### config.mk
export PLATFORM = sky130hd
export DESIGN_NAME = opr_front_flat
export DESIGN_NICKNAME = d
export VERILOG_FILES = /design/src/opr_pkg.sv /design/src/opr_req_if.sv /design/src/opr_front.sv /design/src/flat_wrapper.sv
export SDC_FILE = /design/constraint.sdc
export NUM_CORES = 1
export LEC_CHECK = 0
export ABC_AREA = 1
export BUFFER_PORTS_ARGS = -buffer_cell sky130_fd_sc_hd__buf_2
export CAP_MARGIN = 5
export CORE_UTILIZATION = 45
export DETAILED_ROUTE_END_ITERATION = 8
export PLACE_DENSITY = 0.85
export SETUP_SLACK_MARGIN = 0.1
export SLEW_MARGIN = 10
export SYNTH_ARGS = -nofsm -noshare
export SYNTH_HDL_FRONTEND = slang
export SYNTH_SLANG_ARGS = --single-unit
export TNS_END_PERCENT = 10
### constraint.sdc
create_clock -name clk -period 1.78 [get_ports clk]
set_clock_uncertainty 0.1 [all_clocks]
set_input_delay 0.356 -clock clk [delete_from_list [all_inputs] [get_ports clk]]
set_output_delay 0.356 -clock clk [all_outputs]
set_load 0.005 [all_outputs]
### src/opr_pkg.sv
// Package for the optimal page replacement simulator.
// Holds sizes, the trace entry and job types, and small encoder functions.
// No dependencies.
package opr_pkg;

    localparam int MAX_TRACE    = 4096;
    localparam int MAX_FRAMES   = 128;
    localparam int PAGE_BITS    = 16;
    localparam int ADDR_W       = $clog2(MAX_TRACE);
    localparam int LEN_W        = $clog2(MAX_TRACE + 1);
    localparam int FRAME_W      = (MAX_FRAMES > 1) ? $clog2(MAX_FRAMES) : 1;
    localparam int NF_W         = $clog2(MAX_FRAMES + 1);
    localparam int CFG_W        = 8;
    localparam int CNT_W        = 13;
    localparam int IN_PAGE_W    = 16;
    localparam logic [CFG_W-1:0] FRAMES_RESET = CFG_W'(4);
    localparam logic [CNT_W-1:0] CNT_MAX      = {CNT_W{1'b1}};

    typedef struct packed {
        logic                 wr;
        logic [PAGE_BITS-1:0] page;
    } trace_entry_t;

    localparam int ENTRY_W = $bits(trace_entry_t);

    typedef struct packed {
        logic [LEN_W-1:0] len;
        logic [NF_W-1:0]  nf;
    } job_t;

    localparam int JOB_W = $bits(job_t);

    // Index of the lowest set bit (0 when none is set)
    function automatic logic [FRAME_W-1:0] lowest_set(input logic [MAX_FRAMES-1:0] v);
        logic [FRAME_W-1:0] r;
        r = '0;
        for (int k = MAX_FRAMES - 1; k >= 0; k--)
        begin
            if (v[k])
            begin
                r = FRAME_W'(k);
            end
        end
        return r;
    endfunction

    // Index of a one-hot vector
    function automatic logic [FRAME_W-1:0] onehot_index(input logic [MAX_FRAMES-1:0] v);
        logic [FRAME_W-1:0] r;
        r = '0;
        for (int k = 0; k < MAX_FRAMES; k++)
        begin
            if (v[k])
            begin
                r = r | FRAME_W'(k);
            end
        end
        return r;
    endfunction

    function automatic logic [CNT_W-1:0] sat_inc(input logic [CNT_W-1:0] c);
        return (c == CNT_MAX) ? c : c + CNT_W'(1);
    endfunction

endpackage

### src/opr_req_if.sv
// Reference channel: one beat is one trace reference.
// Depends on opr_pkg.
interface opr_req_if;
    logic                           valid;
    logic                           ready;
    logic [opr_pkg::IN_PAGE_W-1:0]  page_id;
    logic                           is_write;
    logic                           is_last;

    modport source (output valid, page_id, is_write, is_last, input ready);
    modport sink   (input valid, page_id, is_write, is_last, output ready);
endinterface

### src/opr_front.sv
// Front end: accepts references, stores them in trace memory, holds the
// frame count register and hands a replay job to the back end. Depends on opr_pkg.
module opr_front (
    input  logic                        clk,
    input  logic                        rst_n,
    opr_req_if.sink                     req,
    input  logic                        cfg_write,
    input  logic [opr_pkg::CFG_W-1:0]   cfg_data,
    output logic                        ram_we,
    output logic [opr_pkg::ADDR_W-1:0]  ram_waddr,
    output opr_pkg::trace_entry_t       ram_wdata,
    output logic                        job_push,
    output opr_pkg::job_t               job,
    input  logic                        job_full,
    input  logic                        release_trace
);
    import opr_pkg::*;

    logic [CFG_W-1:0] frames_reg;
    logic [LEN_W-1:0] len_reg;
    logic             busy_reg;
    logic             accept, full;
    logic [LEN_W-1:0] len_after;
    logic [NF_W-1:0]  nf_sat;

    assign req.ready = !busy_reg && !job_full;
    assign accept    = req.valid && req.ready;
    assign full      = (len_reg == LEN_W'(MAX_TRACE));
    assign len_after = full ? len_reg : len_reg + LEN_W'(1);

    // Clamp the frame count to 1..MAX_FRAMES
    always_comb
    begin
        if (frames_reg == '0)
        begin
            nf_sat = NF_W'(1);
        end
        else if ({1'b0, frames_reg} > (CFG_W + 1)'(MAX_FRAMES))
        begin
            nf_sat = NF_W'(MAX_FRAMES);
        end
        else
        begin
            nf_sat = NF_W'(frames_reg);
        end
    end

    assign ram_we         = accept && !full;
    assign ram_waddr      = len_reg[ADDR_W-1:0];
    assign ram_wdata.wr   = req.is_write;
    assign ram_wdata.page = PAGE_BITS'(req.page_id);
    assign job_push       = accept && req.is_last;
    assign job.len        = len_after;
    assign job.nf         = nf_sat;

    // Count stored beats; hold off input while a replay owns the trace
    always_ff @(posedge clk or negedge rst_n)
    begin
        if (!rst_n)
        begin
            frames_reg <= FRAMES_RESET;
            len_reg    <= '0;
            busy_reg   <= 1'b0;
        end
        else
        begin
            if (cfg_write)
            begin
                frames_reg <= cfg_data;
            end
            if (accept)
            begin
                len_reg <= req.is_last ? '0 : len_after;
            end
            if (job_push)
            begin
                busy_reg <= 1'b1;
            end
            else if (release_trace)
            begin
                busy_reg <= 1'b0;
            end
        end
    end
endmodule

### src/flat_wrapper.sv
// flat-port wrapper written by rule: the top's interface ports become plain ports
module opr_front_flat import opr_pkg::*;
  (clk, rst_n, cfg_write, cfg_data, ram_we, ram_waddr, ram_wdata, job_push, job, job_full, release_trace, req_valid, req_page_id, req_is_write, req_is_last, req_ready);
  opr_req_if req_i ();
  input  logic clk;
  input  logic rst_n;
  input  logic cfg_write;
  input  logic [opr_pkg::CFG_W-1:0] cfg_data;
  output logic ram_we;
  output logic [opr_pkg::ADDR_W-1:0] ram_waddr;
  output opr_pkg::trace_entry_t ram_wdata;
  output logic job_push;
  output opr_pkg::job_t job;
  input  logic job_full;
  input  logic release_trace;
  input wire logic [$bits(req_i.valid)-1:0] req_valid;
  input wire logic [$bits(req_i.page_id)-1:0] req_page_id;
  input wire logic [$bits(req_i.is_write)-1:0] req_is_write;
  input wire logic [$bits(req_i.is_last)-1:0] req_is_last;
  output wire logic [$bits(req_i.ready)-1:0] req_ready;
  assign req_i.valid = req_valid;
  assign req_i.page_id = req_page_id;
  assign req_i.is_write = req_is_write;
  assign req_i.is_last = req_is_last;
  assign req_ready = req_i.ready;
  opr_front u_core (.clk(clk), .rst_n(rst_n), .req(req_i), .cfg_write(cfg_write), .cfg_data(cfg_data), .ram_we(ram_we), .ram_waddr(ram_waddr), .ram_wdata(ram_wdata), .job_push(job_push), .job(job), .job_full(job_full), .release_trace(release_trace));
endmodule
# Word level (Yosys, flattened, before mapping)
# Cells that the tools add are included.
# totals
ff_bits,22
wordCells,21
# classes
reduce_logical,9
add_sub_neg,1
order_cmp,1
muxes,6
n_eq_ne,1
# ops
op,count
$mux W13,2
$mux W8,2
$add A13 B1 Y13 const B,1
$eq A13 B13 Y1 const B,1
$gt A8 B8 Y1 const B,1
$logic_not A8 Y1,1
$logic_and A1 B1 Y1,4
$logic_not A1 Y1,3
$mux W1,2
$reduce_bool A2 Y1,1

# Depth between registers and ports, before layout
# Gate-level depths: netlist (run 1).
# logic_depth
depth_word,5
mapped_depth,10
depth_no_buf,10

# Worst setup path before layout (run 1)
# Ideal clock, no wire load.
# synth_path
kind,register -> output
startpoint,register u_core.len_reg[0]
endpoint,output job[8] (netlist name)
n_path_buf,0
path_slack_ps,155
arrival_ps,1169
path_stages_with_launch,10
required_ps,1324
path_cell_list,dfrtp_1 -> inv_1 -> ha_1 -> nand2_1 -> inv_1 -> nand2_1 -> nor2_2 -> nand2_1 -> nand2_1 -> and2_1
# synth_lines
element,line_no,rtl
"start, declared",opr_front.sv:20,logic [LEN_W-1:0] len_reg;
"start signal, assigned",opr_front.sv:73,len_reg <= req.is_last ? '0 : len_after;
"end, declared",flat_wrapper.sv:13,output opr_pkg::job_t job;

==> qor.txt, run 1 <==
outcome: complete, but fails checks
violated checks: setup timing
min cycle time layout: 2120 ps
max cap viols: 0
Netlist Area Pre-Place: 1600 um^2
per-cell routed wire length: 11.7 um
max incr delay on CP: 430 ps
Synth Register Bits: 22
cell total after placement: 303
share of the synthesized area in the top cell type: 32.9%
cell count after synthesis: 223
first-pass GRT wire length: 5530 um
reg2reg end: u_core.len_reg[12]
Synth Flop Type: dfrtp_1
Die ar.: 3790 um^2
peak supply drop: 0.568 mV
worst setup path endpoint: job[9]
Worst Path Max Fanout: 4
CP max stage cell: dfrtp_1
synthesis warning total: 0
die width: 61.5 um
initial antenna violation count: 0
drt drc: 0
Worst Hold Class: input pin to register
CTS H-tree depth: 1
Chip Height: 61.5 um
FFs w/ async S/R, synth: 100%
cell area after layout: 2020 um^2
Iter 0 DRT Violations: 72
vias in the first global route: 1263
Root Driver: clkbuf_4
fin. max-slew vios: 0
top cells by area, synth: dfrtp_1 33%, nand2_1 16%, buf_4 14%
sequential share of the synthesized area: 34.6%
FF/Latch Area: 553 um^2
Final Power: 1.39 mW
fmax: 472 MHz
GP Congestion: 0.860
Vias: 1495
RSZ-0062 raised after global routing: yes
clock latency at the later pin of the worst-skew pair: 330 ps
DR pass1 iterations: 4
CTS buffer count: 3
PD cells: 687 nW/um^2
CTS sink cnt: 22
post-DR vias/cell: 4.75
Syn Nets: 257
clock transition time at the flip-flop clock pins of the worst setup and hold paths: 140 ps
Worst Path Arrival: 1660 ps
FP Rows: 21
Reg2Reg Launch Point: u_core.len_reg[0]
Core Area: 3360 um^2
max FFs per register: 13
flop2flop setup slack: 380 ps
I/O pins: 85
Port-buffer cells: 50
Finish-stage setup viols: 19
clock buffer depth: 2
layout overhead on the synthesized area: 26.8%
Worst Setup SP: u_core.len_reg[0]
Post-DP Area: 1800 um^2
setup TNS: -3600 ps
DRT antenna net count: 0
Syn Area/Cell: 7.15 um^2
fillers: 332
grt total ovfl: 0
Reg2Reg Depth: 9
largest net degree at the start of global routing: 23
Final WS setup: -338 ps
final hold vios: 0
Nets: 304
pre-CTS WS: -5.35 ps
non-filler cells, final: 315
Hold Slack: 90.2 ps
Multi-input gate area: 806 um^2
crit end category: output pin
Netlist cell types: 26
EDFF count, synth: 0
dpl hpwl: 2710 um
share of post-route cells with drive strength above 1: 44.2%
worst rel slew slack: 67.4%
Slew @ Worst Pin: 488 ps
Initial Util: 47.4%
largest area contributor in the netlist: dfrtp_1
Leak Pwr: 1.12 nW
Critical Path RT: 1320 ps
Final Util: 60.2%
Total GRT Usage: 20.0%
n_diodes: 0
final wirelength: 3670 um
startpoint types: register
Tcrit/Tclk final: 119%
critical path class: register to output pin
CTS tree: done
CP cell instances: inv_2, ha_4, nand2_2, inv_2, nand2_2, nor2_4, nand3_2, and2_4, buf_6
[critical path, delay by kind of cell (launching register included)]
family	cells	cell delay (ps)
buffers and inverters	3	240
adder cells (fa/ha/maj)	1	140
AND/OR/NAND/NOR	5	520
flip-flops	1	430
[layout by cell type, fill, tap and decap left out, types with 2 or more instances in the layout]
cell / count
nand2_4: 2
nand2_2: 9
dfrtp_1: 20
nor2_2: 4
nor2_4: 7
inv_2: 8
o21ai_0: 8
buf_2: 48
nor2_1: 16
ha_4: 2
clkbuf_4: 3
xnor2_2: 2
buf_4: 22
nand4_1: 3
buf_6: 4
and2_1: 4
nand2_1: 60
inv_1: 17
a21oi_1: 2
nand3_2: 3
nand3_1: 12
o22ai_1: 2
xor2_1: 2
o21ai_1: 2
[how the worst min path moves through the flow]
stage	start	end	slack, ps	cells past startpoint
2_1_floorplan	rst_n	u_core.busy_reg	-40	0
3_3_place_gp	rst_n	u_core.len_reg[5]	250	1
3_5_place_dp	rst_n	u_core.len_reg[5]	260	1
4_1_cts	release_trace	u_core.busy_reg	90	2
5_1_grt	release_trace	u_core.busy_reg	80	2
6_report	release_trace	u_core.busy_reg	90	2
[cells by family (layout without fill, tap and decap cells)]
group | Yosys count | count (layout) | synth area share (%)
AOI/OAI and AO/OA | 14 | 14 | 4.55
buffers and inverters | 58 | 104 | 20.5
and+or+nand+nor | 122 | 122 | 35.1
xor gates and xnor gates | 5 | 5 | 3.69
DFF | 22 | 22 | 34.6
adders and majority gates | 2 | 2 | 1.57
[routing by layer]
metal  GRT usage, %  vias to the layer above  wire length (um)
li1               -                      748                 -
met1           25.8                      681              1570
met2           33.0                       60              1810
met3           4.83                        6               245
met4           6.03                        0                47
met5              0                        -                 0
[timing repair]
action,CTS,global route
gates cloned,0,0
hold endpoints to repair,21,0
setup buffers,6,1
endpoints found under the setup margin,20,21
hold buffers,1,0
gates resized for setup,12,21
pin swaps,11,9
[synth_stat cells (all sizes together), types with 2 or more instances]
cell / n
a21oi: 2
and2: 5
buf: 30
clkbuf: 3
dfrtp: 21
ha: 2
inv: 25
nand2: 71
nand3: 15
nand4: 3
nor2: 27
o21ai: 10
o22ai: 2
xnor2: 2
xor2: 3
[layout make-up]
cell class | instances | area share (%)
multi-input combinational | 143 | 39.8
tap | 46 | 2.84
sequential | 22 | 27.3
clock buffer | 3 | 1.11
inverter | 25 | 4.64
timing repair buffer | 75 | 22.8
clock inverter | 1 | 1.48
[power by group]
group / internal (mW) / leakage, nW / total [mW] / switching (mW)
logic: 0.223 / 0.801 / 0.432 / 0.209
registers: 0.535 / 0.286 / 0.561 / 0.0261
clock network: 0.228 / 0.0279 / 0.397 / 0.169
No activity file was read; power rests on OpenSTA's default activity.
==> run 2, diff against run 1 <==
- RECOVER_POWER: not set -> 25
==> qor.txt, run 2 (synthesis results as in run 1) <==
outcome: complete, but fails checks
violated checks: setup timing
Reg2Reg Depth: 9 (unchanged)
final hold vios: 0 (unchanged)
Chip Height: 61.5 um (unchanged)
Reg2Reg Launch Point: u_core.len_reg[0]
Die ar.: 3790 um^2 (unchanged)
Finish-stage setup viols: 19 (unchanged)
fillers: 332 (unchanged)
Vias: 1499 (+0.27%)
cell total after placement: 303 (unchanged)
DRT antenna net count: 0 (unchanged)
clock transition time at the flip-flop clock pins of the worst setup and hold paths: 140 ps (about the same)
min cycle time layout: 2120 ps (-0.165 ps)
clock latency at the later pin of the worst-skew pair: 330 ps (about the same)
Worst Path Max Fanout: 4 (unchanged)
Hold Slack: 90.2 ps (+0.00470 ps)
max cap viols: 0 (unchanged)
I/O pins: 85 (unchanged)
commonest non-fill, non-tap cell in the layout: nand2_1
Final Power: 1.39 mW (about the same)
first-pass GRT wire length: 5530 um (unchanged)
Total GRT Usage: 20.0% (unchanged)
CTS buffer count: 3 (unchanged)
non-filler cells, final: 315 (unchanged)
peak supply drop: 0.567 mV (-0.26%)
fin. max-slew vios: 0 (unchanged)
fmax: 472 MHz (about the same)
critical path class: register to output pin
share of post-route cells with drive strength above 1: 43.5% (-0.74 points)
Worst Hold Path EP: u_core.busy_reg
Final Util: 60.2% (unchanged)
Leak Pwr: 1.12 nW (+0.14%)
largest net degree at the start of global routing: 23 (unchanged)
Worst Hold Class: input pin to register
PD cells: 686 nW/um^2 (about the same)
dpl hpwl: 2710 um (unchanged)
hold depth: 2 (unchanged)
Root Driver: clkbuf_4
CTS sink cnt: 22 (unchanged)
CTS tree: done
max FFs per register: 13 (unchanged)
DR pass1 iterations: 4 (unchanged)
Core Area: 3360 um^2 (unchanged)
Final WS setup: -338 ps (+0.165 ps)
setup TNS: -3610 ps (-4.44 ps)
n_diodes: 0 (unchanged)
reg2reg end: u_core.len_reg[12]
worst rel slew slack: 67.5% (about the same)
layout overhead on the synthesized area: 26.8% (unchanged)
drt drc: 0 (unchanged)
die width: 61.5 um (unchanged)
Worst Setup SP: u_core.len_reg[0]
Initial Util: 47.4% (unchanged)
vias in the first global route: 1263 (unchanged)
RSZ-0062 raised after global routing: yes
post-DR vias/cell: 4.76 (+0.27%)
final wirelength: 3660 um (-0.33%)
Critical Path RT: 1320 ps (about the same)
Iter 0 DRT Violations: 71 (-1.4%)
grt total ovfl: 0 (unchanged)
startpoint types: register
FP Rows: 21 (unchanged)
Port-buffer cells: 50 (unchanged)
flop2flop setup slack: 380 ps (about the same)
Worst Path Arrival: 1660 ps (about the same)
Slew @ Worst Pin: 488 ps (-0.437 ps)
GP Congestion: 0.860 (unchanged)
clock buffer depth: 2 (unchanged)
per-cell routed wire length: 11.6 um (-0.33%)
CTS H-tree depth: 1 (unchanged)
most frequent cells in the layout: 60 x nand2_1, 48 x buf_2, 22 x buf_4
initial antenna violation count: 0 (unchanged)
hold_sp: release_trace
crit end category: output pin
Nets: 304 (unchanged)
Tcrit/Tclk final: 119% (about the same)
run 2: final cells by class:
cell class / instances / area [um^2] / share of cell area [%]
multi-input cells: 143 / 806 / 39.8
flip-flops and latches: 22 / 553 / 27.3
repair buffers: 75 / 460 / 22.8
inverters: 25 / 93.8 / 4.64
well taps: 46 / 57.6 / 2.84
clock inverters: 1 / 30.0 / 1.48
clock buffers: 3 / 22.5 / 1.11
run 2: how the worst max path moves through the flow:
stage	to	slack, ps	cells after the start
3_5_place_dp	job[9]	-5	9
4_1_cts	job[9]	-350	10
6_report	job[9]	-340	9
5_1_grt	job[9]	-420	10
3_3_place_gp	job[8]	50	9
2_1_floorplan	job[8]	150	9
run 2: worst max-delay path, stage by stage (launching register included):
cell and delay (ps):
dfrtp_1 430, inv_2 100, ha_4 140, nand2_2 40, inv_2 40, nand2_2 50
nor2_4 150, nand3_2 110, and2_4 170, buf_6 100
run 2: where the power goes:
group | internal, mW | switching (mW) | total (mW)
combinational | 0.223 | 0.208 | 0.431
clock | 0.228 | 0.169 | 0.397
sequential | 0.535 | 0.0254 | 0.560
total | 0.985 | 0.403 | 1.39
run 2: routing by layer:
metal  vias up  routed length, um  track usage, %
met4         0                 52            6.03
li1        748                  -               -
met2        60               1800            33.0
met1       683               1570            25.8
met5         -                  0               0
met3         8                235            4.83
run 2: what timing repair did:
action	in CTS	in global routing
endpoints found under the hold margin	21	0
setup buffers	6	1
pin swaps	11	9
endpoints found under the setup margin	20	21
hold buffers	1	0
gates resized for setup	12	21
run 2: stage by stage:
stage,area [um^2],setup slack [ps]
CTS,1960,-352
detailed placement,1800,-5.35
global route,2020,-417
global placement,1800,47.4
finish,2020,-338
floorplan,1600,155
