`src/opr_ram.sv`:
```
// Generic single write port, single read port RAM with registered read.
// No dependencies.
module opr_ram #(
    parameter int WIDTH = 8,
    parameter int DEPTH = 16
) (
    input  logic                     clk,
    input  logic                     we,
    input  logic [$clog2(DEPTH)-1:0] waddr,
    input  logic [WIDTH-1:0]         wdata,
    input  logic [$clog2(DEPTH)-1:0] raddr,
    output logic [WIDTH-1:0]         rdata
);
    logic [WIDTH-1:0] mem [DEPTH];

    // Write and registered read
    always_ff @(posedge clk)
    begin
        if (we)
        begin
            mem[waddr] <= wdata;
        end
        rdata <= mem[raddr];
    end
endmodule

```
`config.mk`:
```
export PLATFORM = sky130hd
export DESIGN_NAME = opr_ram
export DESIGN_NICKNAME = d
export VERILOG_FILES = /design/src/opr_ram.sv
export SDC_FILE = /design/constraint.sdc
export NUM_CORES = 1
export LEC_CHECK = 0
export ABC_CLOCK_PERIOD_IN_PS = 5200
export BUFFER_PORTS_ARGS = -buffer_cell sky130_fd_sc_hd__buf_2
export CAP_MARGIN = 10
export CORE_ASPECT_RATIO = 0.75
export CORE_UTILIZATION = 29
export CTS_CLUSTER_SIZE = 40
export DETAILED_ROUTE_END_ITERATION = 8
export SYNTH_ARGS = -nofsm -noshare
export SYNTH_HDL_FRONTEND = slang
export SYNTH_SLANG_ARGS = --single-unit
```
`constraint.sdc`:
```
create_clock -name clk -period 5.2 [get_ports clk]
set_input_delay 1.04 -clock clk [delete_from_list [all_inputs] [get_ports clk]]
set_output_delay 1.04 -clock clk [all_outputs]
set_load 0.02 [all_outputs]
```
# == Word-level counts from Yosys, hierarchy flattened ==
# Memory sizes are Yosys's and may differ from the RTL's. A register that Yosys moved wholly into a read port is not among the register bits.
# Index checks and enable logic that the tools add are counted.
# word_totals
mem_count,1
regBits,0
elab_cells,3
ramBits,128
inputBits,18
out_inout_bits,8
# mem_list
name,words,width,read_ports,rd_clocked_by_memory_dff,wr,line,text
mem,16,8,1,1,1,14,logic [WIDTH-1:0] mem [DEPTH];
# classes
mux,2
# op_table
operator,n
$mux 1,2

# == Depth between registers and ports, before layout ==
# Gate-level depths: netlist of the first run.
# logic_depth
depth_word,2
ltp_mapped,5
depth_no_buf,3

# == Worst setup path after synthesis of the first run ==
# OpenSTA, ideal clock, no wires.
# synth_path
path_type,input port to flip-flop
start,input waddr[2]
end,"memory mem[0][0], enable pin"
n_path_buf,0
stages,2
setup_slack_ns,2.667
setup_ns,0.383
arrival_time_ns,2.150
required_time_ns,4.817
cell_sequence,or3b_2 -> nor3_1
# synth_lines
item,line,text
"start, declared",9,"input logic [$clog2(DEPTH)-1:0] waddr,"
"end, declared",14,
# No word-level cell before the write port.

==> impl_metrics.py, run 1 <==
metrics = {
    "final_layout": {
        "final_area_um2": 6110,
        "drive_above_1_share": 0.286,
        "multi_input_area_um2": 1060,
        "num-fill-cells": 1572,
        "area_growth_syn_to_layout_pct": 18.8,
        "nets": 285,
        "ff_latch_area_um2": 4000,
        "antenna_cells": 0,
    },
    "min_path": {
        "hp-class": "reg -> reg",
    },
    "cts": {
        "tritoncts": "built",
        "cts_made_buffers": 17,
        "clk_pin_slew_ns": 0.06,
        "htree_levels": 4,
        "hold_buffers": 0,
        "root_buffer": "clkbuf_16",
        "cts_sinks": 136,
        "cts_setup_buffers": 0,
        "cts_resized": 0,
        "clk_path_buf_depth": 2,
        "clk-insertion-delay-late_ns": 0.42,
    },
    "place": {
        "post_dp_cell_area_um2": 5510,
        "hpwl_um": 6600,
        "gp_routability_congestion": 0.685,
        "portBuffers": 25,
    },
    "floorplanning": {
        "pin_count": 26,
        "die_w_um": 156,
        "initial_utilization": 0.301,
        "rows": 41,
        "die_y_um": 117,
        "dieArea_um2": 18300,
        "core_area_um2": 17100,
    },
    "worst_setup_path": {
        "r2r_end": "rdata[2]",
        "crit_path_end": "rdata[2]",
        "critPathKind": "in -> reg",
        "crit_start": "raddr[0]",
        "crit_slowest_cell": "buf_2",
        "rrSetupSlack_ns": 3.71,
        "path_max_fanout": 32,
        "start_kind": "primary input",
        "arrival_ns": 3.03,
        "r2r_start": "mem[1][2]",
        "cp-end-kind": "register",
        "cp_data_required_time_ns": 5.50,
        "crit_chain": "buf_2, mux4_1, a22oi_1, nand2_1",
        "reg2regPathDepth": 3,
        "critPathMaxStageDelay_ns": 0.81,
    },
    "timing": {
        "setup_viol": 0,
        "finalCritPeriodShare": 0.526,
        "slew_headroom": 0.272,
        "hold_violations": 0,
        "slew_violations": 0,
        "clock_skew_ns": 0.0100,
        "fin_crit_ns": 2.73,
        "final.setup.tns_ns": 0,
        "tightest_slew_ns": 1.09,
        "rsz0062_at_grt": "no",
        "max_freq_mhz": 366,
    },
    "synth": {
        "synth_most_common_cell": "edfxtp_1",
        "yosys.area.top_type_share": 0.747,
        "synth_seq_area_share": 0.778,
        "synthCells": 229,
        "ys_async_sr_fraction": 0,
        "syn-num-nets": 247,
        "syn_avg_cell_area_um2": 22.5,
        "yosysTopAreaCell": "edfxtp_1",
        "yosys_warnings": 0,
        "synth_edf_count": 128,
        "syn_area_um2": 5150,
        "synth_seq_cells": 136,
        "synth_ff_type": "edfxtp_1",
        "synthTopCellsByArea": "edfxtp_1 75%, mux4_2 7.9%, mux4_1 7.1%, dfxtp_1 3.1%, a22oi_1 2.3%",
        "synth.distinct_cells": 19,
        "synthTopCellsByCount": "128 x edfxtp_1, 18 x mux4_2, 16 x a22oi_1, 14 x mux4_1, 13 x nor2_1",
    },
    "global_route": {
        "top_usage_layer": "met1",
        "grt_use_total": 0.127,
        "met2_usage": 0.172,
        "grt_pass1_wl_um": 15900,
        "grt_pass1_vias": 2480,
        "grt_start_max_net_pins": 33,
        "grt_overflow": 0,
        "gr-usage-met1": 0.182,
        "use_met3": 0.0558,
        "antenna_found_initial": 0,
    },
    "power_and_ir_drop": {
        "switching_share": 0.210,
        "p_sw_mw": 0.538,
        "internal_power_mw": 2.02,
        "seq_power_share": 0.481,
        "p_per_area_nw_per_um2": 419,
        "comb_power_share": 0.047,
        "p_leak_nw": 2.01,
        "power_frac_clock": 0.472,
        "power_mw": 2.56,
        "irDropWorstVdd_v": 0.000265,
    },
    "detailed_routing": {
        "vias_per_cell": 4.65,
        "wire_per_inst_um": 20.8,
        "drt_pass1_iterations": 4,
        "vias": 2400,
        "ant_nets": 0,
        "wirelength_um": 10700,
        "drt-initial-drc-count": 248,
        "route.detailed.drc": 0,
    },
    "job": {
        "cap_violations": 0,
    },
    "status": {
        "status": "finished, final reports clean",
    },
}
## cell usage in the layout, fill, tap and decap left out, types with 2 or more instances in the layout
master	count
edfxtp_1	128
buf_2	25
mux4_2	18
clkbuf_16	17
a22oi_1	16
mux4_1	14
nor2_1	13
nand2_1	9
dfxtp_1	8
nor3_1	4
clkinv_2	4
clkinv_4	4
buf_4	4
bufinv_16	3
nand3b_1	2
nand2b_1	2
clkinvlp_4	2
inv_6	2
## registers in the layout, summed over array words and instances (netlist names)
register / flops
mem: 128
rdata: 8
## metal layers
| layer | up-vias | part of all wire | routed length, um |
|---|---|---|---|
| met4 | 0 | 0.0093 | 100 |
| met2 | 111 | 0.43 | 4570 |
| met3 | 9 | 0.12 | 1320 |
| li1 | 1052 | - | - |
| met5 | - | 0 | 0 |
| met1 | 1228 | 0.44 | 4750 |
## critical path: cells and delay by family
| kind | cells | cell delay (ns) |
|---|---|---|
| mux | 1 | 0.68 |
| buf+inv | 1 | 0.81 |
| compound gates | 1 | 0.39 |
| simple gates | 1 | 0.09 |
## power groups by stage
stage | sequential, mW | clock [mW] | combinational (mW)
5_1_grt | 1.23 | 1.28 | 0.129
2_1_floorplan | 1.26 | 0 | 0.0622
6_report | 1.23 | 1.21 | 0.119
3_5_place_dp | 1.26 | 0 | 0.122
3_3_place_gp | 1.26 | 0 | 0.118
4_1_cts | 1.23 | 1.23 | 0.122
## metrics by stage
step | util | cells | worst slack (ns) | hold WS [ns]
floorplan | - | 229 | 2.67 | 0.629
global placement | 0.322 | 483 | 2.00 | 0.652
detailed placement | 0.323 | 484 | 2.02 | 0.661
CTS | 0.358 | 516 | 2.46 | 0.676
global route | 0.358 | 516 | 2.33 | 0.705
finish | 0.358 | 516 | 2.47 | 0.670
## cell families (layout without fill, tap and decap cells)
logic type | count (synthesis) | count (layout) | share of synthesized area
flip-flops | 136 | 136 | 0.778
multiplexers | 32 | 32 | 0.150
AND/OR/NAND/NOR | 35 | 35 | 0.0318
AO/OA/AOI/OAI | 16 | 16 | 0.0233
buffers and inverters | 10 | 61 | 0.0168
## how the worst min path moves through the flow
stage	from	end	cells past startpoint	slack, ns
2_1_floorplan	mem[7][0]	rdata[0]	3	0.63
3_3_place_gp	mem[11][2]	rdata[2]	3	0.65
3_5_place_dp	mem[12][1]	rdata[1]	3	0.66
4_1_cts	mem[12][1]	rdata[1]	3	0.68
5_1_grt	mem[7][6]	rdata[6]	3	0.71
6_report	mem[14][2]	rdata[2]	3	0.67
## area by class of cell
type,count,share of cell area
Sequential cell,136,0.655
Multi-Input combinational cell,83,0.173
Clock buffer,17,0.0696
Tap cell,236,0.0483
Clock inverter,15,0.0291
Timing Repair Buffer,29,0.0254
Power figures use the tool's default switching activity.
==> inputs of run 2 (changes only) <==
--- a/config.mk
+++ b/config.mk
@@ -5,7 +5,8 @@
 export SDC_FILE = /design/constraint.sdc
 export NUM_CORES = 1
 export LEC_CHECK = 0
-export ABC_CLOCK_PERIOD_IN_PS = 5200
+export ABC_AREA = 1
+export ABC_CLOCK_PERIOD_IN_PS = 2500
 export BUFFER_PORTS_ARGS = -buffer_cell sky130_fd_sc_hd__buf_2
 export CAP_MARGIN = 10
 export CORE_ASPECT_RATIO = 0.75
==> constraint.sdc (replaced) <==
create_clock -name clk -period 2.5 [get_ports clk]
set_input_delay 0.5 -clock clk [delete_from_list [all_inputs] [get_ports clk]]
set_output_delay 0.5 -clock clk [all_outputs]
set_load 0.02 [all_outputs]
==> impl_metrics.py, run 2 <==
metrics = {
    "status": {
        "status": "finished, final reports clean",
    },
    "power_and_ir_drop": {
        "switching_share": 0.221,
        "p_sw_mw": 1.15,
        "seq_power_share": 0.492,
        "power_mw": 5.23,
        "internal_power_mw": 4.07,
        "p_leak_nw": 2.90,
        "irDropWorstVdd_v": 0.000473,
        "comb_power_share": 0.064,
        "p_per_area_nw_per_um2": 773,
        "power_frac_clock": 0.445,
    },
    "synth": {
        "synth_edf_count": 128,
        "synthCells": 551,
        "syn_area_um2": 5770,
        "syn-num-nets": 569,
        "yosysTopAreaCell": "edfxtp_1",
        "ys_async_sr_fraction": 0,
        "synth_ff_type": "edfxtp_1",
        "syn_avg_cell_area_um2": 10.5,
        "yosys.area.top_type_share": 0.667,
        "synth_seq_area_share": 0.694,
        "synth.distinct_cells": 12,
        "synthTopCellsByArea": "edfxtp_1 67%, nand2_1 11%, nand3_1 8.4%, inv_1 6.5%, dfxtp_1 2.8%",
        "synth_most_common_cell": "nand2_1",
        "yosys_warnings": 0,
        "synthTopCellsByCount": "173 x nand2_1, 128 x edfxtp_1, 100 x inv_1, 97 x nand3_1, 17 x nor2_1",
        "synth_seq_cells": 136,
    },
    "global_route": {
        "grt_overflow": 0,
        "grt_pass1_vias": 3708,
        "antenna_found_initial": 0,
        "grt_use_total": 0.147,
        "grt_pass1_wl_um": 21400,
        "grt_start_max_net_pins": 65,
    },
    "timing": {
        "slew_violations": 0,
        "hold_violations": 0,
        "tightest_slew_ns": 0.628,
        "slew_headroom": 0.580,
        "fin_crit_ns": 1.49,
        "setup_viol": 0,
        "rsz0062_at_grt": "no",
        "max_freq_mhz": 672,
        "finalCritPeriodShare": 0.595,
        "final.setup.tns_ns": 0,
        "clock_skew_ns": 0.00533,
    },
    "floorplanning": {
        "die_y_um": 124,
        "pin_count": 26,
        "core_area_um2": 19400,
        "rows": 44,
        "initial_utilization": 0.297,
        "dieArea_um2": 20500,
        "die_w_um": 165,
    },
    "worst_setup_path": {
        "arrival_ns": 0.99,
        "path_max_fanout": 1,
        "rrSetupSlack_ns": 1.42,
        "critPathMaxStageDelay_ns": 0.38,
        "cp_top_family": "flip-flops",
        "r2r_end": "rdata[5]",
        "start_kind": "register",
        "cp-end-kind": "output pin",
        "path_buf_inv": 1,
        "crit_slowest_cell": "dfxtp_1",
        "cp_data_required_time_ns": 2.00,
        "critPathKind": "reg -> out",
        "reg2regPathDepth": 6,
        "crit_chain": "buf_2",
        "r2r_start": "mem[3][5]",
    },
    "final_layout": {
        "regMostFlops": "mem",
        "antenna_cells": 0,
        "top_regs": "mem x128, rdata x8",
        "final_cell_count_no_fill": 858,
        "final_util": 0.348,
        "area_growth_syn_to_layout_pct": 17.2,
        "final_area_um2": 6760,
        "largest_register_ffs": 128,
        "final_common_cell": "nand2_1",
        "drive_above_1_share": 0.121,
        "layout_common_cells": "173 x nand2_1, 128 x edfxtp_1, 100 x inv_1",
        "nets": 611,
    },
    "cts": {
        "htree_levels": 4,
        "cts_setup_buffers": 0,
        "root_buffer": "clkbuf_16",
        "cts_sinks": 136,
        "cts_resized": 0,
        "clk_pin_slew_ns": 0.05,
        "hold_buffers": 0,
        "clk-insertion-delay-late_ns": 0.41,
        "tritoncts": "built",
        "cts_made_buffers": 17,
        "clk_path_buf_depth": 2,
    },
    "detailed_routing": {
        "drt_pass1_iterations": 5,
        "wire_per_inst_um": 16.1,
        "vias": 3818,
        "ant_nets": 0,
        "wirelength_um": 13800,
        "vias_per_cell": 4.45,
        "drt-initial-drc-count": 406,
        "route.detailed.drc": 0,
    },
    "min_path": {
        "hp-class": "in -> reg",
        "whs_endpoint": "rdata[4]",
        "holdPathStages": 3,
        "hp-start": "raddr[3]",
    },
    "job": {
        "cap_violations": 0,
    },
    "place": {
        "hpwl_um": 8350,
        "post_dp_cell_area_um2": 6220,
        "portBuffers": 25,
        "dp.cells": 827,
        "gp_routability_congestion": 0.796,
    },
}
run 2: cell types whose count changed after synthesis, sizes merged, moves of 2 or more:
| cell | delta |
|---|---|
| a22oi | -16 |
| buf | +17 |
| clkdlybuf4s25 | -3 |
| inv | +102 |
| mux4 | -32 |
| nand2 | +164 |
| nand2b | -2 |
| nand3 | +96 |
| nor2 | +4 |
| nor3 | -4 |
run 2: how the worst max path moves through the flow:
stage | cells past startpoint | startpoint | to
after floorplan | 2 | waddr[2] | mem[10][0]
after global placement | 6 | raddr[1] | rdata[5]
after detailed placement | 6 | raddr[1] | rdata[5]
after CTS | 1 | rdata[7] | rdata[7]
after global routing | 1 | rdata[7] | rdata[7]
final | 1 | rdata[7] | rdata[7]
run 2: stage by stage:
stage	setup slack, ns	hold slack, ns
after global placement	0.819	0.656
after global routing	0.983	0.469
after detailed placement	0.764	0.666
final	1.01	0.473
after CTS	0.995	0.463
after floorplan	1.05	0.599
run 2: worst min-delay path: stages:
cell     delay (ns)
buf_2          0.17
nand3_1        0.12
nand2_1        0.05
run 2: cell families (layout without fill, tap and decap cells):
logic type | Yosys count | count (layout) | share of synthesized area
simple gates | 289 | 289 | 0.210
flops | 136 | 136 | 0.694
buf+inv | 126 | 180 | 0.0952
run 2: layout make-up:
type                            count  area [um^2]
Fill cell                        1933        12700
Sequential cell                   136         4000
Multi-Input combinational cell    289         1210
Clock buffer                       18          429
Inverter                          102          383
Tap cell                          253          317
Timing Repair Buffer               47          303
Clock inverter                     13          113
run 2: metal layers:
| layer | GRT usage | wire length (um) | vias to the layer above |
|---|---|---|---|
| met5 | 0 | 0 | - |
| met4 | 0.0487 | 191 | 0 |
| met3 | 0.0346 | 986 | 17 |
| met2 | 0.210 | 5790 | 130 |
| met1 | 0.216 | 6810 | 1815 |
| li1 | - | - | 1856 |
run 2: power by group through the flow:
stage / clock network [mW] / registers, mW / logic [mW]
after detailed placement: 0 / 2.62 / 0.331
after global placement: 0 / 2.62 / 0.328
final: 2.32 / 2.57 / 0.332
after floorplan: 0 / 2.63 / 0.180
after CTS: 2.36 / 2.57 / 0.334
after global routing: 2.45 / 2.57 / 0.368
==> inputs of run 3 (changes only) <==
--- a/config.mk
+++ b/config.mk
@@ -5,8 +5,8 @@
 export SDC_FILE = /design/constraint.sdc
 export NUM_CORES = 1
 export LEC_CHECK = 0
-export ABC_AREA = 1
-export ABC_CLOCK_PERIOD_IN_PS = 2500
+export ABC_AREA = 0
+export ABC_CLOCK_PERIOD_IN_PS = 1350
 export BUFFER_PORTS_ARGS = -buffer_cell sky130_fd_sc_hd__buf_2
 export CAP_MARGIN = 10
 export CORE_ASPECT_RATIO = 0.75
==> constraint.sdc (replaced) <==
create_clock -name clk -period 1.35 [get_ports clk]
set_input_delay 0.27 -clock clk [delete_from_list [all_inputs] [get_ports clk]]
set_output_delay 0.27 -clock clk [all_outputs]
set_load 0.02 [all_outputs]
==> impl_metrics.py, run 3 (synthesis results as in run 1) <==
metrics = {
    "power_and_ir_drop": {
        "power_frac_clock": 0.449,
        "p_per_area_nw_per_um2": 1510,
        "comb_power_share": 0.054,
        "seq_power_share": 0.497,
        "p_leak_nw": 2.11,
        "irDropWorstVdd_v": 0.000913,
        "p_sw_mw": 1.85,
        "power_mw": 9.56,
        "internal_power_mw": 7.71,
        "switching_share": 0.194,
    },
    "worst_setup_path": {
        "cp_data_required_time_ns": 1.63,
        "path_max_fanout": 1,
        "crit_chain": "mux4_2, a22oi_1, nand2_1",
        "cp-end-kind": "register",
        "critPathKind": "reg -> reg",
        "start_kind": "register",
        "arrival_ns": 1.64,
        "critPathMaxStageDelay_ns": 0.46,
        "crit_slowest_cell": "mux4_2",
    },
    "detailed_routing": {
        "ant_nets": 0,
        "wire_per_inst_um": 19.5,
        "drt_pass1_iterations": 5,
        "vias_per_cell": 4.60,
        "vias": 2474,
        "drt-initial-drc-count": 214,
        "wirelength_um": 10500,
        "route.detailed.drc": 0,
    },
    "final_layout": {
        "drive_above_1_share": 0.374,
        "num-fill-cells": 1546,
        "layout_common_cells": "128 x edfxtp_1, 25 x buf_2, 24 x mux4_2",
        "area_growth_syn_to_layout_pct": 23.3,
        "final_util": 0.372,
        "antenna_cells": 0,
        "ff_latch_area_um2": 4000,
        "regMostFlops": "mem",
        "final_cell_count_no_fill": 538,
        "nets": 307,
        "largest_register_ffs": 128,
        "top_regs": "mem x128, rdata x8",
        "final_common_cell": "edfxtp_1",
        "multi_input_area_um2": 1090,
        "final_area_um2": 6350,
    },
    "global_route": {
        "grt_overflow": 0,
        "antenna_found_initial": 0,
        "grt_pass1_vias": 2562,
        "grt_start_max_net_pins": 17,
        "grt_pass1_wl_um": 16000,
        "top_usage_layer": "met2",
        "gr-usage-met1": 0.170,
        "met2_usage": 0.192,
        "use_met3": 0.0336,
        "grt_use_total": 0.126,
    },
    "place": {
        "hpwl_um": 6670,
        "dp.cells": 506,
        "post_dp_cell_area_um2": 5770,
        "portBuffers": 25,
        "gp_routability_congestion": 0.712,
        "place_ws_ns": -0.455,
    },
    "floorplanning": {
        "core_area_um2": 17100,
        "die_w_um": 156,
        "rows": 41,
        "dieArea_um2": 18300,
        "pin_count": 26,
        "die_y_um": 117,
        "initial_utilization": 0.301,
    },
    "timing": {
        "worst_slack_ns": -0.0140,
        "slew_violations": 0,
        "fin_crit_ns": 1.36,
        "tightest_slew_ns": 1.04,
        "finalCritPeriodShare": 1.01,
        "rsz0062_at_grt": "yes",
        "setup_viol": 1,
        "max_freq_mhz": 733,
        "hold_violations": 0,
        "slew_headroom": 0.303,
        "clock_skew_ns": 0.00549,
    },
    "job": {
        "cap_violations": 0,
    },
    "cts": {
        "root_buffer": "clkbuf_16",
        "cts_sinks": 136,
        "clk_pin_slew_ns": 0.05,
        "clk-insertion-delay-late_ns": 0.41,
        "htree_levels": 4,
        "clk_path_buf_depth": 2,
        "tritoncts": "built",
        "cts_made_buffers": 17,
    },
    "status": {
        "status": "finished with violations",
        "failed_checks": "negative setup slack",
    },
    "min_path": {
        "hp-class": "in -> reg",
    },
}
==> run 3: cell type report <==
cell class	instances	share of cell area
tap	236	0.0465
timing repair buffer	51	0.0623
sequential	136	0.631
clock inverter	4	0.00710
clock buffer	28	0.0814
multi-input combinational	83	0.172
==> run 3: path summary, 6_finish.rpt <==
check,startpoint,end,slack [ns],cells after the start
max,mem[10][4],rdata[4],-0.01,3
min,wdata[4],mem[7][4],0.25,1
max reg2reg,mem[10][4],rdata[4],-0.01,3
min reg2reg,mem[8][1],rdata[1],0.67,3
==> run 3: per-layer routing <==
layer / vias to the layer above / wire length [um]
met4: 0 / 112
met5: - / 0
met1: 1327 / 4890
met3: 11 / 380
li1: 1091 / -
met2: 45 / 5110
==> run 3: per-stage QoR <==
| step | setup TNS, ns | hold slack, ns |
|---|---|---|
| 6_report | -0.0140 | 0.252 |
| 5_1_grt | -0.0811 | 0.255 |
| 4_1_cts | 0 | 0.239 |
| 3_5_place_dp | -8.63 | 0.667 |
| 3_3_place_gp | -8.65 | 0.662 |
| 2_1_floorplan | -0.353 | 0.369 |
==> run 3: power groups by stage <==
stage	registers (mW)	clock network (mW)	logic, mW
after floorplan	4.86	0	0.254
after global placement	4.84	0	0.506
after detailed placement	4.84	0	0.514
after CTS	4.76	4.38	0.523
after global routing	4.76	4.56	0.558
final	4.75	4.29	0.516
==> run 3: timing repair <==
action                     CTS  global route
hold buffers                 0             0
buffers inserted             0             0
pin swaps                    1             3
setup endpoints to repair    3             5
resized for setup            3             3
==> run 3: critical path: cells and delay by family (launching register included) <==
kind / cells / cell delay [ns]
AND/OR/NAND/NOR: 1 / 0.08
flip-flops: 1 / 0.36
multiplexers: 1 / 0.46
AO/OA/AOI/OAI: 1 / 0.33
