==> config.mk <==
export PLATFORM = sky130hd
export DESIGN_NAME = opr_queue
export DESIGN_NICKNAME = d
export VERILOG_FILES = /design/src/opr_pkg.sv /design/src/opr_queue.sv
export SDC_FILE = /design/constraint.sdc
export NUM_CORES = 1
export LEC_CHECK = 0
export BUFFER_PORTS_ARGS = -buffer_cell sky130_fd_sc_hd__buf_2
export CAP_MARGIN = 40
export CELL_PAD_IN_SITES_DETAIL_PLACEMENT = 0
export CELL_PAD_IN_SITES_GLOBAL_PLACEMENT = 1
export CORE_UTILIZATION = 42
export DETAILED_ROUTE_END_ITERATION = 7
export PLACE_DENSITY_LB_ADDON = 0.15
export SLEW_MARGIN = 20
export SYNTH_ARGS = -nofsm -noshare
export SYNTH_HDL_FRONTEND = slang
export SYNTH_SLANG_ARGS = --single-unit
==> constraint.sdc <==
create_clock -name clk -period 2.8 [get_ports clk]
set_clock_uncertainty 0.05 [all_clocks]
set_input_delay 0.28 -clock clk [delete_from_list [all_inputs] [get_ports clk]]
set_output_delay 0.28 -clock clk [all_outputs]
set_load 0.02 [all_outputs]
==> src/opr_pkg.sv <==
// Package for the optimal page replacement simulator.
// Holds sizes, the trace entry and job types, and small encoder functions.
// No dependencies.
package opr_pkg;

    localparam int MAX_TRACE    = 4096;
    localparam int MAX_FRAMES   = 128;
    localparam int PAGE_BITS    = 16;
    localparam int ADDR_W       = $clog2(MAX_TRACE);
    localparam int LEN_W        = $clog2(MAX_TRACE + 1);
    localparam int FRAME_W      = (MAX_FRAMES > 1) ? $clog2(MAX_FRAMES) : 1;
    localparam int NF_W         = $clog2(MAX_FRAMES + 1);
    localparam int CFG_W        = 8;
    localparam int CNT_W        = 13;
    localparam int IN_PAGE_W    = 16;
    localparam logic [CFG_W-1:0] FRAMES_RESET = CFG_W'(4);
    localparam logic [CNT_W-1:0] CNT_MAX      = {CNT_W{1'b1}};

    typedef struct packed {
        logic                 wr;
        logic [PAGE_BITS-1:0] page;
    } trace_entry_t;

    localparam int ENTRY_W = $bits(trace_entry_t);

    typedef struct packed {
        logic [LEN_W-1:0] len;
        logic [NF_W-1:0]  nf;
    } job_t;

    localparam int JOB_W = $bits(job_t);

    // Index of the lowest set bit (0 when none is set)
    function automatic logic [FRAME_W-1:0] lowest_set(input logic [MAX_FRAMES-1:0] v);
        logic [FRAME_W-1:0] r;
        r = '0;
        for (int k = MAX_FRAMES - 1; k >= 0; k--)
        begin
            if (v[k])
            begin
                r = FRAME_W'(k);
            end
        end
        return r;
    endfunction

    // Index of a one-hot vector
    function automatic logic [FRAME_W-1:0] onehot_index(input logic [MAX_FRAMES-1:0] v);
        logic [FRAME_W-1:0] r;
        r = '0;
        for (int k = 0; k < MAX_FRAMES; k++)
        begin
            if (v[k])
            begin
                r = r | FRAME_W'(k);
            end
        end
        return r;
    endfunction

    function automatic logic [CNT_W-1:0] sat_inc(input logic [CNT_W-1:0] c);
        return (c == CNT_MAX) ? c : c + CNT_W'(1);
    endfunction

endpackage

==> src/opr_queue.sv <==
// Two-entry job queue between front and back.
// Depends on opr_pkg.
module opr_queue (
    input  logic          clk,
    input  logic          rst_n,
    input  logic          push,
    input  opr_pkg::job_t push_data,
    output logic          full,
    input  logic          pop,
    output logic          avail,
    output opr_pkg::job_t pop_data
);
    import opr_pkg::*;

    job_t       slot_reg [2];
    logic       wptr_reg, rptr_reg;
    logic [1:0] cnt_reg;

    assign full     = (cnt_reg == 2'd2);
    assign avail    = (cnt_reg != 2'd0);
    assign pop_data = slot_reg[rptr_reg];

    // Store payload
    always_ff @(posedge clk)
    begin
        if (push && !full)
        begin
            slot_reg[wptr_reg] <= push_data;
        end
    end

    // Advance pointers and count
    always_ff @(posedge clk or negedge rst_n)
    begin
        if (!rst_n)
        begin
            wptr_reg <= 1'b0;
            rptr_reg <= 1'b0;
            cnt_reg  <= 2'd0;
        end
        else
        begin
            if (push && !full)
            begin
                wptr_reg <= ~wptr_reg;
            end
            if (pop && avail)
            begin
                rptr_reg <= ~rptr_reg;
            end
            cnt_reg <= cnt_reg + 2'((push && !full) ? 1 : 0) - 2'((pop && avail) ? 1 : 0);
        end
    end
endmodule

### After elaboration in Yosys (flattened, before gate mapping)

Memories as Yosys holds them, arrays and structs flattened.
Cells that the tools add are included.

* equal/unequal tests: 1
* reduce and logical (&&, ||, !) cells: 4
* $add $sub $neg: 2
* multiplexer cells: 4
* bitwise operators: 2

Operators with widths (count)
* two-way mux 1 bit: 4
* adder 2 x 1 -> 2 bit: 1
* == test 2 bit, second input constant: 1
* logical AND 1 bit: 2
* inverter 1 bit: 2
* nonzero test 2 bit: 1
* subtractor 2 x 1 -> 2 bit: 1
* logical NOT 1 bit: 1

* bits in registers: 4
* logic and storage cells: 17
* output and inout bits: 23
* memories: 1
* input bits: 25
* bits in writable memories: 42

Memory list
* slot_reg: words 2, width 21, rd ports 1, clocked after memory_dff 0, wr ports 1, line opr_queue.sv:15 `job_t slot_reg [2];`

### Depth between registers and ports, before layout

Gate-level depths: netlist of the first run.

* word-level depth: 6
* depth in mapped cells: 7
* depth with buffers taken out: 7

### Worst setup path after synthesis of the first run

OpenSTA, ideal clock, no wires.

* path type: reg2reg
* from: register cnt_reg[1]
* to: memory slot_reg[0][0] (netlist name), enable pin
* setup time: 399 ps
* data required time: 2351 ps
* stages on the path, launching flop included: 4
* clock period less this slack: 1944 ps
* slack: 856 ps
* arrival: 1495 ps
* buffers on the path: 0
* cells stage by stage: dfrtp_1 nand2b_1 nand2_1 nor2_1

* word-level cells in the longest chain between the ends: 5

Ends and longest elaborated chain
* start: declaration: line opr_queue.sv:17 `logic [1:0] cnt_reg;`
* start signal: assignment: line opr_queue.sv:51 `cnt_reg <= cnt_reg + 2'((push && !full) ? 1 : 0) - 2'((pop && avail) ? 1 : 0);`
* == test 2 bit: line opr_queue.sv:19 `assign full = (cnt_reg == 2'd2);`
* logical NOT 1 bit: line opr_queue.sv:26 `if (push && !full)`
* logical AND 1 bit: line opr_queue.sv:26
* two-way mux 1 bit: line opr_queue.sv:26
* two-way mux 1 bit (implied by the code): line opr_queue.sv:28 `slot_reg[wptr_reg] <= push_data;`
* end: declaration: line opr_queue.sv:15

No other way between the ends.

==> results.toml, run 1 <==
[clock_tree]
cts_root_buf = "clkbuf_8"
clockBufferDepth = 2
cts.clk_slew.worst_paths_ns = 0.08
cts_tree = "done"
numCtsBuffers = 5
htreeDepth = 2
clock_latency_ns = 0.29
cts_resized = 0
numClockSinks = 46

[route]
drtIter0Drc = 30
route.detailed.drc = 0
dr_wl_met3_um = 159
drt-total-wl_um = 2720
post_drt_wl_per_cell_um = 14.5
via_per_inst = 4.68
postRouteAntennaNets = 0
vias = 879
wl_met1_um = 1080
dr.pass1.iters = 4
wl_met2_um = 1440
top_layer = "met4"

[worst_setup_path]
crit_fanout = 15
endpoint_kind = "output pin"
start_kind = "flop"
required_ns = 2.47
setup.worst_path.class = "flop to output pin"
reg2reg_setup_slack_ns = 1.02
crit_arrival_ns = 1.66

[yosys]
synth_top_flop_cell = "edfxtp_1"
async_flop_share_pct = 8.70
yosysMostFrequentCell = "edfxtp_1"
seq_area_frac_synth_pct = 79.2
synth_mux_area_share_pct = 13.8
synthAdderAreaFrac_pct = 1.46
yosys-top-cells-area = "edfxtp_1 (73%), mux2_2 (14%), dfrtp_1 (5.8%)"
synth-xor-area-share_pct = 2.04
yosys_warnings = 0
synth-edff-count = 42
synth.distinct_cells = 14
synth_compound_area_share_pct = 0
yosysTopAreaCell = "edfxtp_1"
synth_commonest_cells = "edfxtp_1 (42), mux2_2 (21), dfrtp_1 (4)"
synth_seq_cells = 46
syn_inst = 83
syn_area_sq_um = 1720
synth_top_family_by_area = "multiplexers"
syn_nets = 110
avgSynthCellArea_sq_um = 20.7
yosysTopAreaCellShare_pct = 73.4
synth_simple_gate_area_share_pct = 2.18

[grt]
grt_pass1_vias = 889
grt_max_degree = 16
grtUsageTotal_pct = 13.5
antenna_found_initial = 0
grt_pass1_wl_um = 4100
grt_overflow_total = 0

[timing]
setup_viol = 0
fmax_mhz = 501
finalHoldViolCount = 0
slew_violations = 0
fin_tns_setup_ns = 0
slew_headroom_pct = 70.4
period_share_pct = 71.2
rsz0062_at_grt = "false"
tightest_slew_ns = 0.443
min_period_ns = 1.99

[die]
core_area_sq_um = 3800
die_y_um = 66.0
die_area_sq_um = 4350
rows = 22
initial_utilization_pct = 45.2
die_x_um = 66.0
pin_count = 48

[job]
maxCapViolCount = 0

[placement]
dp_hpwl_um = 1950
routabilityCongestion = 0.618
numPortBuffers = 47

[final_layout]
fin_util_pct = 56.3
layout-drive-gt1-share_pct = 57.1
fin_nets = 166
largest_register_ffs = 42
n_antenna_cell = 0
syn2layout_area_growth_pct = 24.5

[run_status]
outcome = "completed"

[power_and_ir_drop]
leakage_nw = 0.836
ir_drop_mv = 0.766
power_density_nw_per_um2 = 1070

[min_path]
hp-class = "primary input to flop"
[worst paths after layout]
path / end / start / cells after the start
hold / removal: slot_reg[0][16] / push_data[16] / 1
setup reg to reg: cnt_reg[1] / cnt_reg[1] / 7
max in group asynchronous: rptr_reg / rst_n / 2
setup / recovery: pop_data[5] / rptr_reg / 3
hold reg to reg: wptr_reg / wptr_reg / 1
min in group asynchronous: wptr_reg / rst_n / 2
[through the flow]
| step | cells | hold WS (ns) | setup slack [ns] | cell area [sq um] | power (mW) |
|---|---|---|---|---|---|
| after floorplan | 83 | -0.0656 | 0.856 | 1720 | 1.59 |
| after CTS | 188 | 0.113 | 0.755 | 2140 | 2.33 |
| after global routing | 188 | 0.113 | 0.705 | 2140 | 2.40 |
| after global placement | 179 | 0.0383 | 1.09 | 2020 | 1.83 |
| final | 188 | 0.122 | 0.805 | 2140 | 2.29 |
| after detailed placement | 179 | 0.0502 | 1.04 | 2020 | 1.86 |
[power breakdown]
group / internal [mW] / switching, mW / total [mW]
registers: 0.945 / 0.0687 / 1.01
clock network: 0.267 / 0.200 / 0.466
logic: 0.345 / 0.463 / 0.808
[cell usage in the layout, fill, tap and decap left out]
master and count:
bufinv_16 1, ha_1 2, xnor2_1 3, and2_4 1, and3_1 1, dfrtp_1 4, clkbuf_8 5, edfxtp_1 42
nand2b_1 1, mux2_2 21, clkbuf_1 2, or2_4 1, nand2_1 1, dlygate4sd3_1 1, inv_1 2, buf_2 47
buf_4 3, nor2_2 1, xor2_1 1
[routing by layer]
metal / vias up / track usage [%]
met5: - / 0
met4: 0 / 7.18
met2: 31 / 22.6
met1: 418 / 15.1
li1: 424 / -
met3: 6 / 4.66
[critical path: stages, from the launching register on]
cell	delay (ns)
dfrtp_1	0.54
buf_4	0.31
mux2_2	0.37
buf_2	0.16
[area by class of cell]
class / instances / area (sq um)
Clock inverter: 1 / 30.0
Inverter: 2 / 7.51
Multi-Input combinational cell: 33 / 337
Clock buffer: 7 / 76.3
Fill cell: 303 / 1660
Sequential cell: 46 / 1360
Tap cell: 48 / 60.1
Timing Repair Buffer: 51 / 268
[timing repair]
item / CTS / global route
setup buffers: 0 / 0
hold buffers: 1 / 0
hold endpoints to repair: 4 / 0
[kinds of logic (layout without fill, tap and decap cells)]
| group | Yosys count | in the layout |
|---|---|---|
| DFF | 46 | 46 |
| adders and majority gates | 2 | 2 |
| buffers and inverters | 4 | 61 |
| muxes | 21 | 21 |
| xor gates and xnor gates | 4 | 4 |
| and+or+nand+nor | 6 | 6 |
(Power assumes the default switching activity.)
==> run 2: changes to the inputs <==
--- a/config.mk
+++ b/config.mk
@@ -5,11 +5,12 @@
 export SDC_FILE = /design/constraint.sdc
 export NUM_CORES = 1
 export LEC_CHECK = 0
+export ABC_AREA = 1
 export BUFFER_PORTS_ARGS = -buffer_cell sky130_fd_sc_hd__buf_2
 export CAP_MARGIN = 40
 export CELL_PAD_IN_SITES_DETAIL_PLACEMENT = 0
 export CELL_PAD_IN_SITES_GLOBAL_PLACEMENT = 1
-export CORE_UTILIZATION = 42
+export CORE_UTILIZATION = 36
 export DETAILED_ROUTE_END_ITERATION = 7
 export PLACE_DENSITY_LB_ADDON = 0.15
 export SLEW_MARGIN = 20
==> constraint.sdc (replaced) <==
create_clock -name clk -period 1.7 [get_ports clk]
set_clock_uncertainty 0.05 [all_clocks]
set_input_delay 0.17 -clock clk [delete_from_list [all_inputs] [get_ports clk]]
set_output_delay 0.17 -clock clk [all_outputs]
set_load 0.02 [all_outputs]
==> run 2 against run 1 <==
  * Clock-buffer cell count rose by 1
  * Wire length rose by 13%
  * Clock power rose by 31%
  * Core utilization fell by 9.8 points
  * Sequential power rose by 60%
  * Sequential cell count did not move
  * Setup slack got worse by 0.67 ns
  * Largest power group unchanged
  * Highest routed layer unchanged
==> results.toml, run 2 <==
[worst_setup_path]
endpoint_kind = "output pin"
crit_fanout = 22
required_ns = 1.48
crit_arrival_ns = 1.34
setup.worst_path.class = "flop to output pin"
start_kind = "flop"

[timing]
fin_tns_setup_ns = 0
finalHoldViolCount = 0
fmax_mhz = 640
period_share_pct = 91.9
slew_headroom_pct = 72.7
tightest_slew_ns = 0.409
setup_viol = 0
min_period_ns = 1.56
rsz0062_at_grt = "false"
slew_violations = 0
fin_ws_ns = 0.138

[placement]
numPortBuffers = 47
post-place-ws_ns = 0.215
routabilityCongestion = 0.793
placed_cells = 255
dp_hpwl_um = 2050
placedInstanceArea_sq_um = 2100

[yosys]
syn_inst = 142
synth.distinct_cells = 10
seq_area_frac_synth_pct = 77.1
synth_top_flop_cell = "edfxtp_1"
yosysTopAreaCellShare_pct = 71.4
syn_nets = 169
synth_seq_cells = 46
synth_commonest_cells = "nand2_1 (76), edfxtp_1 (42), inv_1 (9)"
synth-edff-count = 42
avgSynthCellArea_sq_um = 12.4
yosysMostFrequentCell = "nand2_1"
async_flop_share_pct = 8.70
yosysTopAreaCell = "edfxtp_1"
yosys-top-cells-area = "edfxtp_1 (71%), nand2_1 (16%), dfrtp_1 (5.7%)"
yosys_warnings = 0
syn_area_sq_um = 1770

[power_and_ir_drop]
p_total_mw = 3.75
ir_drop_mv = 0.671
power_density_nw_per_um2 = 1710
p_comb_share_pct = 40.4
p_switching_mw = 1.44
pwr-share-clk_pct = 16.3
p_seq_share_pct = 43.3
leakage_nw = 0.997
netSwitchingFraction_pct = 38.3
p_int_mw = 2.31

[die]
initial_utilization_pct = 37.4
die_area_sq_um = 5190
core_area_sq_um = 4720
pin_count = 48
die_y_um = 72.0
rows = 25
die_x_um = 72.0

[final_layout]
largest_register_ffs = 42
ff_latch_area_sq_um = 1360
syn2layout_area_growth_pct = 24.5
multiInputGateArea_sq_um = 332
finalInstanceArea_sq_um = 2200
n_antenna_cell = 0
layout-drive-gt1-share_pct = 28.8
stdcell_count = 265
fillCellCount = 455
fin_nets = 224
final_common_cell = "nand2_1"
layout_common_cells = "nand2_1 (76), buf_2 (47), edfxtp_1 (42)"

[route]
route.detailed.drc = 0
postRouteAntennaNets = 0
via_per_inst = 4.22
dr.pass1.iters = 2
drtIter0Drc = 61
post_drt_wl_per_cell_um = 11.6
drt-total-wl_um = 3080
vias = 1118

[run_status]
outcome = "completed"

[grt]
grt_pass1_wl_um = 4990
grt_overflow_total = 0
antenna_found_initial = 0
grtUsageTotal_pct = 13.0
grt_pass1_vias = 1093
grt_max_degree = 23

[clock_tree]
htreeDepth = 2
cts.clk_slew.worst_paths_ns = 0.08
numCtsBuffers = 5
clock_latency_ns = 0.28
cts_root_buf = "clkbuf_8"
numClockSinks = 46
cts_tree = "done"
clockBufferDepth = 2

[min_path]
hp-class = "primary input to flop"

[job]
maxCapViolCount = 0
## run 2: cell families (layout without fill, tap and decap cells)
| kind of cell | count (synthesis) | in the layout | synth area share, % |
|---|---|---|---|
| buf+inv | 14 | 70 | 4.25 |
| flops | 46 | 46 | 77.1 |
| fa+ha+maj | 2 | 2 | 1.42 |
| simple gates | 80 | 80 | 17.2 |
## run 2: critical path, stage by stage, from the launching register on
cell	delay, ns
dfrtp_1	0.39
inv_2	0.32
nand2_1	0.10
nand2_1	0.09
buf_2	0.16
## run 2: worst paths after layout
kind	start	end	slack, ns	cells after the start
max in group asynchronous	rst_n	wptr_reg	1.31	2
max reg2reg	cnt_reg[1]	cnt_reg[1]	0.22	10
max	rptr_reg	pop_data[6]	0.14	4
min reg2reg	wptr_reg	wptr_reg	0.42	2
min in group asynchronous	rst_n	rptr_reg	0.17	2
min	push_data[17]	slot_reg[0][17]	0.01	1
## run 2: stage by stage
stage / util (%) / hold WS, ns
3_5_place_dp: 44.4 / -0.0670
3_3_place_gp: 44.4 / -0.0696
2_1_floorplan: - / -0.176
5_1_grt: 46.5 / 0.00160
4_1_cts: 46.3 / 0.00551
6_report: 46.5 / 0.0126
## run 2: power by group through the flow
stage,Combinational (mW),Clock [mW],Sequential [mW]
after floorplan,1.03,0,1.64
after global placement,1.52,0,1.64
after detailed placement,1.55,0,1.65
after CTS,1.55,0.639,1.62
after global routing,1.69,0.680,1.64
final,1.51,0.612,1.62
## run 2: routing by layer
metal | GRT usage [%] | part of all wire (%) | vias up
met4 | 4.58 | 1.3 | 0
met2 | 22.3 | 52 | 34
met1 | 14.7 | 42 | 507
met3 | 5.28 | 4.7 | 6
li1 | - | - | 571
met5 | 0 | 0 | -
## run 2: area by class of cell
cell class	count	share of cell area, %
Timing Repair Buffer	52	13.8
Sequential cell	46	62.0
Clock buffer	8	3.64
Inverter	10	1.71
Tap cell	67	3.82
Multi-Input combinational cell	82	15.1
## run 2: repair_timing
item,4_1_cts,5_1_grt
endpoints found under the hold margin,4,2
setup endpoints to repair,0,0
gates resized for setup,0,0
hold buffers,1,1
buffers inserted,0,0
==> run 3: changes to the inputs <==
--- a/config.mk
+++ b/config.mk
@@ -12,6 +12,7 @@
 export CELL_PAD_IN_SITES_GLOBAL_PLACEMENT = 1
 export CORE_UTILIZATION = 36
 export DETAILED_ROUTE_END_ITERATION = 7
+export MAX_ROUTING_LAYER = met4
 export PLACE_DENSITY_LB_ADDON = 0.15
 export SLEW_MARGIN = 20
 export SYNTH_ARGS = -nofsm -noshare
==> run 3 against run 2 <==
  * Total power decreased by 0.13%
  * Clock-buffer cell count stayed put
  * Register-to-register slack about the same
  * Critical path depth is the same
  * Sequential share of layout area unchanged
  * Final area did not move
  * Global-route usage up 0.40 points
==> results.toml, run 3 (synthesis results as in run 2) <==
[run_status]
outcome = "completed"

[grt]
grtUsageTotal_pct = 13.4
grt_max_degree = 23
grt_overflow_total = 0
grt_pass1_vias = 1096
antenna_found_initial = 0
grt_pass1_wl_um = 4970

[timing]
tightest_slew_ns = 0.408
rsz0062_at_grt = "false"
period_share_pct = 91.9
slew_headroom_pct = 72.8
finalHoldViolCount = 0
fin_ws_ns = 0.138
min_period_ns = 1.56
whs_ns = 0.0163
fin_tns_setup_ns = 0
slew_violations = 0
setup_viol = 0
fmax_mhz = 640

[power_and_ir_drop]
power_density_nw_per_um2 = 1700
p_comb_share_pct = 40.4
pwr-share-clk_pct = 16.2
leakage_nw = 0.997
netSwitchingFraction_pct = 38.2
p_int_mw = 2.31
p_switching_mw = 1.43
p_seq_share_pct = 43.4
p_total_mw = 3.74
ir_drop_mv = 0.672

[die]
initial_utilization_pct = 37.4
die_x_um = 72.0
core_area_sq_um = 4720
pin_count = 48
rows = 25
die_y_um = 72.0
die_area_sq_um = 5190

[placement]
placedInstanceArea_sq_um = 2100
numPortBuffers = 47
placed_cells = 255
routabilityCongestion = 0.804
dp_hpwl_um = 2050
post-place-ws_ns = 0.215

[worst_setup_path]
start_kind = "flop"
crit_fanout = 22
setup.worst_path.class = "flop to output pin"
crit_arrival_ns = 1.34
required_ns = 1.48
endpoint_kind = "output pin"

[final_layout]
fin_util_pct = 46.5
finalInstanceArea_sq_um = 2200
n_antenna_cell = 0
fin_nets = 224
layout_common_cells = "nand2_1 (76), buf_2 (47), edfxtp_1 (42)"
final_common_cell = "nand2_1"
fillCellCount = 455
stdcell_count = 265
largest_register_ffs = 42
layout-drive-gt1-share_pct = 28.8
syn2layout_area_growth_pct = 24.5

[route]
postRouteAntennaNets = 0
dr_wl_met3_um = 136
drtIter0Drc = 72
drt-total-wl_um = 3070
wl_met2_um = 1610
wl_met1_um = 1280
vias = 1120
post_drt_wl_per_cell_um = 11.6
route.detailed.drc = 0
dr.pass1.iters = 2
top_layer = "met4"
via_per_inst = 4.23

[job]
maxCapViolCount = 0

[clock_tree]
cts.clk_slew.worst_paths_ns = 0.08
numCtsBuffers = 5
clock_latency_ns = 0.28
cts_tree = "done"
cts_root_buf = "clkbuf_8"
clockBufferDepth = 2
numClockSinks = 46
cts_resized = 0
htreeDepth = 2

[min_path]
hp-class = "primary input to flop"
[run 3: cell counts in the layout (fill, tap and decap cells not counted)]
No cell type changed its count.
[run 3: metal layers]
metal	vias to the layer above	GRT usage (%)
met3	4	5.14
met2	34	22.3
met5	-	-
li1	571	-
met1	511	14.8
met4	0	4.58
[run 3: final timing paths]
| check | from | to | slack (ns) | cells past startpoint |
|---|---|---|---|---|
| worst max-delay path | rptr_reg | pop_data[6] | 0.14 | 4 |
| worst min-delay path | push_data[17] | slot_reg[0][17] | 0.02 | 1 |
| worst max register to register | cnt_reg[1] | cnt_reg[1] | 0.22 | 10 |
| worst min register to register | wptr_reg | wptr_reg | 0.42 | 2 |
| max in group asynchronous | rst_n | wptr_reg | 1.31 | 2 |
| min in group asynchronous | rst_n | rptr_reg | 0.17 | 2 |
[run 3: what timing repair did]
| action | in CTS | in global routing |
|---|---|---|
| setup buffers | 0 | 0 |
| hold endpoints to repair | 4 | 2 |
| hold buffers | 1 | 1 |
[run 3: area by class of cell]
class | count | area (sq um) | share of cell area (%)
timing repair buffer | 52 | 303 | 13.8
tap | 67 | 83.8 | 3.82
clock buffer | 8 | 80.1 | 3.64
sequential | 46 | 1360 | 62.0
inverter | 10 | 37.5 | 1.71
multi-input combinational | 82 | 332 | 15.1
[run 3: power by group through the flow]
stage                     logic, mW  clock network (mW)  registers, mW
final                          1.51               0.606           1.62
after global routing           1.69               0.680           1.64
after floorplan                1.03                   0           1.64
after CTS                      1.55               0.639           1.62
after global placement         1.52                   0           1.64
after detailed placement       1.55                   0           1.65
[run 3: critical path, stage by stage, from the launching register on]
cell and delay (ns):
dfrtp_1 0.39, inv_2 0.32, nand2_1 0.10, nand2_1 0.09, buf_2 0.16
